<file path="src/hdl/tsmq_pkg.sv">
// ----------------------------------------------------------------------------
// tsmq_pkg: shared types and constants for the timestamp merge queues
// Function codes, register indexes and the front-to-back command word.
// ----------------------------------------------------------------------------
package tsmq_pkg;

  localparam int unsigned FuncW   = 2;
  localparam int unsigned DevW    = 3;
  localparam int unsigned StampW  = 64;
  localparam int unsigned PayW    = 32;
  localparam int unsigned ActW    = 4;
  localparam int unsigned WinW    = 40;
  localparam int unsigned CfgIdxW = 1;

  localparam logic [ActW-1:0] ActReset = 4'd8;
  localparam logic [WinW-1:0] WinReset = 40'd3000000000;

  typedef enum logic [FuncW-1:0] {
    FUNC_PUSH = 2'd0,
    FUNC_POP  = 2'd1,
    FUNC_END  = 2'd2,
    FUNC_NOP  = 2'd3
  } func_e;

  typedef enum logic [CfgIdxW-1:0] {
    REG_ACTIVE = 1'b0,
    REG_WINDOW = 1'b1
  } reg_e;

  // One accepted command as it travels from front to back.
  typedef struct packed {
    func_e             func;
    logic [DevW-1:0]   device;
    logic [StampW-1:0] stamp;
    logic [PayW-1:0]   payload;
  } cmd_t;

  typedef enum logic [1:0] {
    BK_IDLE,
    BK_SCAN,
    BK_READ,
    BK_DONE
  } back_state_e;

endpackage

</file>
<file path="src/hdl/tsmq_front.sv">
// ----------------------------------------------------------------------------
// tsmq_front: command intake
// Captures start commands into a two-entry queue toward the back end.
// ----------------------------------------------------------------------------
module tsmq_front (
  input  logic            clk_i,
  input  logic            rst_ni,
  input  logic            start,
  input  tsmq_pkg::func_e func_i,
  input  logic [2:0]      device_i,
  input  logic [63:0]     stamp_i,
  input  logic [31:0]     payload_i,
  output logic            busy,
  output logic            cmd_valid_o,
  output tsmq_pkg::cmd_t  cmd_o,
  input  logic            cmd_pop_i
);

  tsmq_pkg::cmd_t q_mem_q [2];
  logic           wr_ptr_q, rd_ptr_q;
  logic [1:0]     cnt_q;
  logic           push;

  assign busy        = (cnt_q == 2'd2);
  assign push        = start && !busy;
  assign cmd_valid_o = (cnt_q != 2'd0);
  assign cmd_o       = q_mem_q[rd_ptr_q];

  always_ff @(posedge clk_i or negedge rst_ni) begin
    if (!rst_ni) begin
      wr_ptr_q <= 1'b0;
      rd_ptr_q <= 1'b0;
      cnt_q    <= 2'd0;
    end else begin
      if (push) wr_ptr_q <= ~wr_ptr_q;
      if (cmd_pop_i) rd_ptr_q <= ~rd_ptr_q;
      cnt_q <= cnt_q + {1'b0, push} - {1'b0, cmd_pop_i};
    end
  end

  always_ff @(posedge clk_i) begin
    if (push) begin
      q_mem_q[wr_ptr_q] <= '{func: func_i, device: device_i,
                             stamp: stamp_i, payload: payload_i};
    end
  end

endmodule

</file>
<file path="config.mk">
export PLATFORM = sky130hd
export DESIGN_NAME = tsmq_front
export DESIGN_NICKNAME = d
export VERILOG_FILES = /design/src/hdl/tsmq_pkg.sv /design/src/hdl/tsmq_front.sv
export SDC_FILE = /design/constraint.sdc
export NUM_CORES = 1
export LEC_CHECK = 0
export ABC_AREA = 1
export BUFFER_PORTS_ARGS = -buffer_cell sky130_fd_sc_hd__buf_4
export CAP_MARGIN = 15
export CORE_MARGIN = 10
export CORE_UTILIZATION = 43
export DETAILED_ROUTE_END_ITERATION = 6
export PLACE_DENSITY = 0.74
export SLEW_MARGIN = 20
export SYNTH_ARGS = -nofsm -noshare
export SYNTH_HDL_FRONTEND = slang
export SYNTH_SLANG_ARGS = --single-unit
export TNS_END_PERCENT = 30
</file>
<file path="constraint.sdc">
create_clock -name clk_i -period 4.84 [get_ports clk_i]
set_input_delay 0.242 -clock clk_i [delete_from_list [all_inputs] [get_ports clk_i]]
set_output_delay 0.242 -clock clk_i [all_outputs]
set_load 0.05 [all_outputs]
</file>
==> results of run 1 <==
-- critical path: stages (launching register included) --
cell	delay, ps
dfrtp_4	970
buf_4	530
nand2_1	110
o21ai_0	130
buf_4	240
-- kinds of logic after synthesis --
group	synth area share
DFF	0.804
AOI/OAI and AO/OA	0.0659
xor gates and xnor gates	0.00114
buffers and inverters	0.0698
adders and majority gates	0.00326
and+or+nand+nor	0.0561
-- state kept, by name (all words and copies together), names as in the netlist --
register,count
cnt_q,2
q_mem_q,202
rd_ptr_q,1
wr_ptr_q,1
-- stage by stage --
step	cells	instance area, µm²
floorplan	555	7670
global placement	970	9430
detailed placement	970	9430
CTS	1110	11100
global route	1111	11100
finish	1111	11100
-- metal layers --
layer | up-vias | part of all wire | GRT usage
li1 | 2491 | - | -
met1 | 2312 | 0.38 | 0.158
met2 | 158 | 0.53 | 0.250
met3 | 29 | 0.072 | 0.0424
met4 | 0 | 0.022 | 0.0409
met5 | - | 0 | 0
-- cell type report --
type	instances	area, µm²	area share
sequential	206	6170	0.556
timing repair buffer	315	2620	0.237
multi-input combinational	218	977	0.0881
clock buffer	29	556	0.0501
inverter	109	412	0.0371
tap	225	282	0.0254
clock inverter	8	66.3	0.00598
antenna	1	2.50	0.000226
-- worst paths after layout --
check                           cells after the start  slack [ps]       endpoint  startpoint
worst max-delay path                                4        2110       cmd_o[7]    rd_ptr_q
worst min register to register                      2         490       wr_ptr_q    wr_ptr_q
max in group asynchronous                           2        4590       rd_ptr_q      rst_ni
min in group asynchronous                           2         130       cnt_q[0]      rst_ni
worst max register to register                      4        2560  q_mem_q[0][6]    wr_ptr_q
worst min-delay path                                3         110       wr_ptr_q       start
-- power by group --
group	leakage [nW]	total (mW)	internal [mW]	switching, mW
Clock	0.299	1.47	0.855	0.612
Sequential	1.93	2.62	2.44	0.188
Combinational	2.45	3.36	0.872	2.49
Total	4.67	7.45	4.16	3.29
-- placed cells by master (no fill, tap or decap) --
| cell | netlist | final |
|---|---|---|
| xor2_1 | 1 | 1 |
| nand2_1 | 111 | 111 |
| clkinv_4 | 0 | 1 |
| clkbuf_1 | 2 | 8 |
| ha_1 | 2 | 2 |
| dlygate4sd3_1 | 0 | 103 |
| buf_4 | 5 | 212 |
| inv_4 | 0 | 1 |
| bufinv_16 | 0 | 1 |
| edfxtp_1 | 202 | 202 |
| nor2_4 | 0 | 1 |
| dfrtp_4 | 0 | 1 |
| dfrtp_1 | 4 | 3 |
| clkbuf_16 | 0 | 21 |
| o21ai_0 | 101 | 101 |
| inv_1 | 109 | 108 |
| clkinv_1 | 0 | 5 |
| nand3_1 | 2 | 2 |
| inv_6 | 0 | 1 |
| diode_2 | 0 | 1 |
-- Yosys cell counts --
library cell	instances	area share
nand3_1	2	0.0013
nand2_1	111	0.054
dfrtp_1	4	0.013
nor2_1	1	0.00049
buf_2	13	0.0085
xor2_1	1	0.0011
edfxtp_1	202	0.79
inv_1	109	0.053
o21ai_0	101	0.066
buf_6	1	0.0015
ha_1	2	0.0033
buf_4	5	0.0049
clkbuf_2	1	0.00065
clkbuf_1	2	0.00098
==> impl_metrics.tcl, run 1 <==
set metrics [dict create \
    cp-end-kind "primary output" \
    grt_pass1_wl_um 27000 \
    drt_pass1_iterations 4 \
    place_ws_ps 2550 \
    portBuffers 207 \
    leakagePower_nw 4.67 \
    worstPathRequired_ps 4600 \
    cts_buffers 21 \
    hp-class "in2reg" \
    numClockSinks 206 \
    relSlewSlack 0.380 \
    outcome "finished clean" \
    area_growth_pct 44.5 \
    worstPathArrival_ps 2480 \
    cap_viol_max_count 0 \
    synthCells 555 \
    rows 48 \
    vias 4990 \
    antenna_found_initial 1 \
    fin_hold_ws_ps 111 \
    slew_viol_final 0 \
    wl_per_cell_um 15.7 \
    dieArea_um2 23600 \
    cts_tree "yes" \
    syn_avg_cell_area_um2 13.8 \
    initial_core_util 0.440 \
    ys_types 14 \
    hold_viol 0 \
    cts_buffer_depth 3 \
    viasPerCell 4.49 \
    gp_congestion 0.738 \
    n_fill_cell 1272 \
    dp_hpwl_um 11100 \
    setup_viol 0 \
    grt_pass1_vias 5160 \
    cts_setup_buffers 0 \
    ys_seq_area_frac 0.804 \
    yosysWarnings 0 \
    fin_nets 978 \
    period_minus_slack_ps 2730 \
    tns_ps 0 \
    ios 208 \
    die_h_um 154 \
    clkLatencyLatePin_ps 480 \
    p_total_mw 7.45 \
    max_freq_mhz 367 \
    cts_hold_buf 103 \
    crit_path_start_kind "register" \
    crit_fanout 97 \
    worstSetupPathType "reg2out" \
    fin_ws_ps 2110 \
    synth_fp_nets 662 \
    ant_nets 0 \
    cts_root_buf "clkbuf_16" \
    ys_ff_latch 206 \
    initialDrtViolationCount 306 \
    skew_ps 6.18 \
    rsz0062_at_grt "false" \
    power.density_nw_per_um2 672 \
    htreeDepth 1 \
    grtUsageTotal 0.140 \
    grt_max_degree 98 \
    ir_drop_v 0.000488 \
    wl_um 17400 \
    tightestPinTransition_ps 930 \
    drcViolationCount 0 \
    layout-drive-gt1-share 0.270 \
    ctsResizeCount 0 \
    min_period_over_period 0.563 \
    synth_area_um2 7670 \
    coreArea_um2 17400 \
    grt_overflow_total 0 \
    die_x_um 154 \
    clkTransAtPathRegs_ps 60 \
    fin_util 0.637 \
]
Note: power is estimated with default switching activity, not from simulation.
==> inputs of run 2 (changes only) <==
--- a/config.mk
+++ b/config.mk
@@ -11,7 +11,7 @@
 export CORE_MARGIN = 10
 export CORE_UTILIZATION = 43
 export DETAILED_ROUTE_END_ITERATION = 6
-export PLACE_DENSITY = 0.74
+export PLACE_DENSITY = 0.71
 export SLEW_MARGIN = 20
 export SYNTH_ARGS = -nofsm -noshare
 export SYNTH_HDL_FRONTEND = slang
==> constraint.sdc (replaced) <==
create_clock -name clk_i -period 2.51 [get_ports clk_i]
set_input_delay 0.1255 -clock clk_i [delete_from_list [all_inputs] [get_ports clk_i]]
set_output_delay 0.1255 -clock clk_i [all_outputs]
set_load 0.05 [all_outputs]
==> impl_metrics.tcl, run 2 (synthesis results as in run 1) <==
set metrics [dict create \
    ios 208 \
    clkLatencyLatePin_ps 480 \
    tightestPinTransition_ps 678 \
    grtUsageTotal 0.142 \
    layout_common_cells "buf_4, edfxtp_1, nand2_1, inv_1, dlygate4sd3_1" \
    crit_buf_inv 2 \
    gp_congestion 0.737 \
    cts_setup_buffers 0 \
    initial_core_util 0.440 \
    rows 48 \
    grt_pass1_wl_um 27400 \
    fin_util 0.644 \
    grt_pass1_vias 5148 \
    grt_overflow_total 0 \
    min_period_over_period 0.894 \
    ir_drop_v 0.000882 \
    n_fill_cell 1236 \
    drt_pass1_iterations 6 \
    antenna_found_initial 1 \
    crit_path_start_kind "register" \
    dp_cells 976 \
    cts_root_buf "clkbuf_16" \
    outcome "finished clean" \
    layout-drive-gt1-share 0.277 \
    fin_ws_ps 265 \
    period_minus_slack_ps 2240 \
    htreeDepth 1 \
    wl_um 17400 \
    path_common_cell "buf_4" \
    reg_top3 "q_mem_q: 202 flops, cnt_q: 2 flops" \
    leakagePower_nw 4.73 \
    area_growth_pct 46.2 \
    largest_reg_flops 202 \
    final_common_cell "buf_4" \
    dieArea_um2 23600 \
    crit_family "flip-flops" \
    viasPerCell 4.52 \
    die_h_um 154 \
    die_x_um 154 \
    crit_fanout 69 \
    vias 5049 \
    worstSetupPathType "reg2out" \
    numClockSinks 206 \
    power.density_nw_per_um2 1290 \
    cap_viol_max_count 0 \
    instances_no_fill 1118 \
    cts_tree "yes" \
    stdcell_area_um2 11200 \
    cts_buffer_depth 3 \
    cts_buffers 21 \
    cp_cell_sequence "buf_4 > nand2_1 > o21ai_0 > buf_4" \
    hold_viol 0 \
    rsz0062_at_grt "false" \
    place_ws_ps 741 \
    cp-end-kind "primary output" \
    clkTransAtPathRegs_ps 60 \
    dp_hpwl_um 11300 \
    regMostFlops "q_mem_q" \
    worstPathRequired_ps 2380 \
    placed_area_um2 9550 \
    ant_nets 0 \
    max_freq_mhz 446 \
    drcViolationCount 0 \
    grt_max_degree 70 \
    worstPathArrival_ps 2120 \
    skew_ps 4.80 \
    fin_nets 986 \
    portBuffers 207 \
    initialDrtViolationCount 236 \
    relSlewSlack 0.548 \
    setup_viol 0 \
    slew_viol_final 0 \
    hp-class "in2reg" \
    cp_slowest_cell "dfrtp_4" \
    wl_per_cell_um 15.5 \
    crit_path_max_incr_delay_ps 870 \
    coreArea_um2 17400 \
]
[run 2: metal layers]
metal / wire length, µm / track usage
met5: 0 / 0
met4: 391 / 0.0436
met3: 1430 / 0.0466
met2: 8860 / 0.244
met1: 6700 / 0.165
[run 2: layout make-up]
type,count,area (µm²),share of cell area
Tap cell,225,282,0.0251
Sequential cell,206,6170,0.550
Timing Repair Buffer,323,2760,0.246
Clock inverter,7,32.5,0.00290
Inverter,109,412,0.0367
Clock buffer,29,576,0.0513
Multi-Input combinational cell,218,977,0.0871
Antenna cell,1,2.50,0.000223
[run 2: final timing paths]
kind | startpoint | to | slack, ps | depth (start not counted)
worst max-delay path | rd_ptr_q | cmd_o[40] | 270 | 4
worst min-delay path | payload_i[25] | q_mem_q[1][25] | 370 | 2
min in group asynchronous | rst_ni | cnt_q[1] | 560 | 3
max in group asynchronous | rst_ni | rd_ptr_q | 1750 | 3
worst max register to register | cnt_q[0] | q_mem_q[0][78] | 800 | 5
worst min register to register | wr_ptr_q | wr_ptr_q | 470 | 2
[run 2: power breakdown]
| part | leakage (nW) | total, mW | switching (mW) | internal (mW) |
|---|---|---|---|---|
| sequential | 1.93 | 5.01 | 0.323 | 4.69 |
| clock | 0.294 | 2.73 | 1.14 | 1.59 |
| combinational | 2.51 | 6.72 | 4.88 | 1.84 |
[run 2: stage by stage]
step | power [mW] | TNS (ps) | hold WS [ps]
final | 14.5 | 0 | 368
after global routing | 15.2 | 0 | 357
after global placement | 11.7 | 0 | -73.3
after floorplan | 9.54 | -48000 | -170
after CTS | 14.7 | 0 | 348
after detailed placement | 11.7 | 0 | -72.4
[run 2: repair_timing]
action	in CTS	in global routing
resized for setup	0	0
hold buffers	105	0
hold endpoints to repair	208	0
endpoints found under the setup margin	0	0
==> inputs of run 3 (changes only) <==
--- a/config.mk
+++ b/config.mk
@@ -7,11 +7,11 @@
 export LEC_CHECK = 0
 export ABC_AREA = 1
 export BUFFER_PORTS_ARGS = -buffer_cell sky130_fd_sc_hd__buf_4
-export CAP_MARGIN = 15
+export CAP_MARGIN = 25
 export CORE_MARGIN = 10
-export CORE_UTILIZATION = 43
+export CORE_UTILIZATION = 45
 export DETAILED_ROUTE_END_ITERATION = 6
-export PLACE_DENSITY = 0.71
+export PLACE_DENSITY = 0.74
 export SLEW_MARGIN = 20
 export SYNTH_ARGS = -nofsm -noshare
 export SYNTH_HDL_FRONTEND = slang
==> impl_metrics.tcl, run 3 (synthesis results as in run 1) <==
set metrics [dict create \
    outcome "finished clean" \
    initial_core_util 0.461 \
    tightestPinTransition_ps 872 \
    crit_buf_inv 2 \
    fin_util 0.679 \
    power.density_nw_per_um2 1340 \
    hold_depth 2 \
    fin_hold_ws_ps 368 \
    period_minus_slack_ps 2320 \
    initialDrtViolationCount 322 \
    die_x_um 151 \
    timing.rr.start "cnt_q[0]" \
    instances_no_fill 1109 \
    max_freq_mhz 430 \
    min_period_over_period 0.926 \
    fin_nets 981 \
    cap_viol_max_count 0 \
    crit_fanout 203 \
    cp_cell_sequence "buf_12 > o21ai_0 > buf_4" \
    n_antenna_cell 0 \
    cts_buffer_depth 3 \
    cts_tree "yes" \
    grt_pass1_wl_um 28500 \
    tns_ps 0 \
    relSlewSlack 0.418 \
    rr_worst_depth 5 \
    grt_overflow_total 0 \
    dieArea_um2 22700 \
    ant_nets 0 \
    coreArea_um2 16600 \
    layout-drive-gt1-share 0.280 \
    grt_pass1_vias 5458 \
    setup_viol 0 \
    worstSetupPathType "reg2out" \
    skew_ps 5.18 \
    drcViolationCount 0 \
    worstPathArrival_ps 2200 \
    portBuffers 207 \
    drt_pass1_iterations 4 \
    dp_hpwl_um 11200 \
    rsz0062_at_grt "false" \
    die_h_um 151 \
    cts_root_buf "clkbuf_16" \
    layout_common_cells "buf_4, edfxtp_1, nand2_1, inv_1, dlygate4sd3_1" \
    hp-class "in2reg" \
    rrSetupSlack_ps 750 \
    htreeDepth 1 \
    ir_drop_v 0.000838 \
    hold_viol 0 \
    largest_reg_flops 202 \
    gp_congestion 0.727 \
    viasPerCell 4.70 \
    hold-path-endpoint "q_mem_q[0][36]" \
    ctsResizeCount 0 \
    numClockSinks 206 \
    crit_family "compound AO/OA/AOI/OAI gates" \
    n_fill_cell 1074 \
    final_common_cell "buf_4" \
    clkLatencyLatePin_ps 480 \
    crit_path_max_incr_delay_ps 500 \
    vias 5216 \
    antenna_found_initial 0 \
    reg2reg_to "q_mem_q[1][22]" \
    crit_path_start_kind "register" \
    regMostFlops "q_mem_q" \
    grtUsageTotal 0.157 \
    reg_top3 "q_mem_q: 202 flops, cnt_q: 2 flops" \
    area_growth_pct 47.3 \
    grt_max_degree 204 \
    wl_um 18400 \
    hp-start "stamp_i[4]" \
    leakagePower_nw 4.77 \
    rows 47 \
    slew_viol_final 0 \
    worstPathRequired_ps 2380 \
    ios 208 \
    cts_buffers 22 \
    wl_per_cell_um 16.6 \
    cp-end-kind "primary output" \
    dp_cells 965 \
    clkTransAtPathRegs_ps 60 \
    cp_slowest_cell "o21ai_0" \
]
-- run 3: where the power goes --
part           internal, mW  switching [mW]  leakage [nW]  total, mW
sequential             4.69           0.184          1.93       4.88
clock                  2.19            1.25         0.374       3.44
combinational          1.74            5.04          2.47       6.77
total                  8.62            6.47          4.77       15.1
-- run 3: timing repair --
action | in CTS | in global routing
hold buffers | 105 | 0
hold endpoints to repair | 208 | 0
setup buffers | 0 | 0
-- run 3: worst max path at each step --
stage / cells after the start / to / from / slack [ps]
floorplan: 3 / q_mem_q[0][0] / wr_ptr_q / -480
global placement: 5 / q_mem_q[1][28] / cnt_q[0] / 830
detailed placement: 5 / q_mem_q[1][24] / cnt_q[0] / 770
CTS: 3 / cmd_o[44] / rd_ptr_q / 320
global route: 3 / cmd_o[29] / rd_ptr_q / 190
finish: 3 / cmd_o[0] / rd_ptr_q / 190
-- run 3: stage by stage --
stage / setup slack [ps] / power (mW) / cell area [µm²]
floorplan: -475 / 9.54 / 7680
global route: 192 / 15.8 / 11300
finish: 186 / 15.1 / 11300
global placement: 828 / 11.5 / 9460
detailed placement: 767 / 11.6 / 9460
CTS: 319 / 15.2 / 11300
-- run 3: per-layer routing --
layer / GRT usage / part of all wire / up-vias
li1: - / - / 2505
met1: 0.171 / 0.37 / 2502
met4: 0.0364 / 0.013 / 0
met5: 0 / 0 / -
met2: 0.287 / 0.52 / 189
met3: 0.0537 / 0.094 / 20
-- run 3: cell type report --
cell class	count	area [µm²]	area share
multi-input cells	218	977	0.0865
clock buffers	26	587	0.0519
flip-flops and latches	206	6170	0.546
clock inverters	13	203	0.0179
repair buffers	317	2680	0.237
inverters	109	412	0.0364
well taps	220	275	0.0244
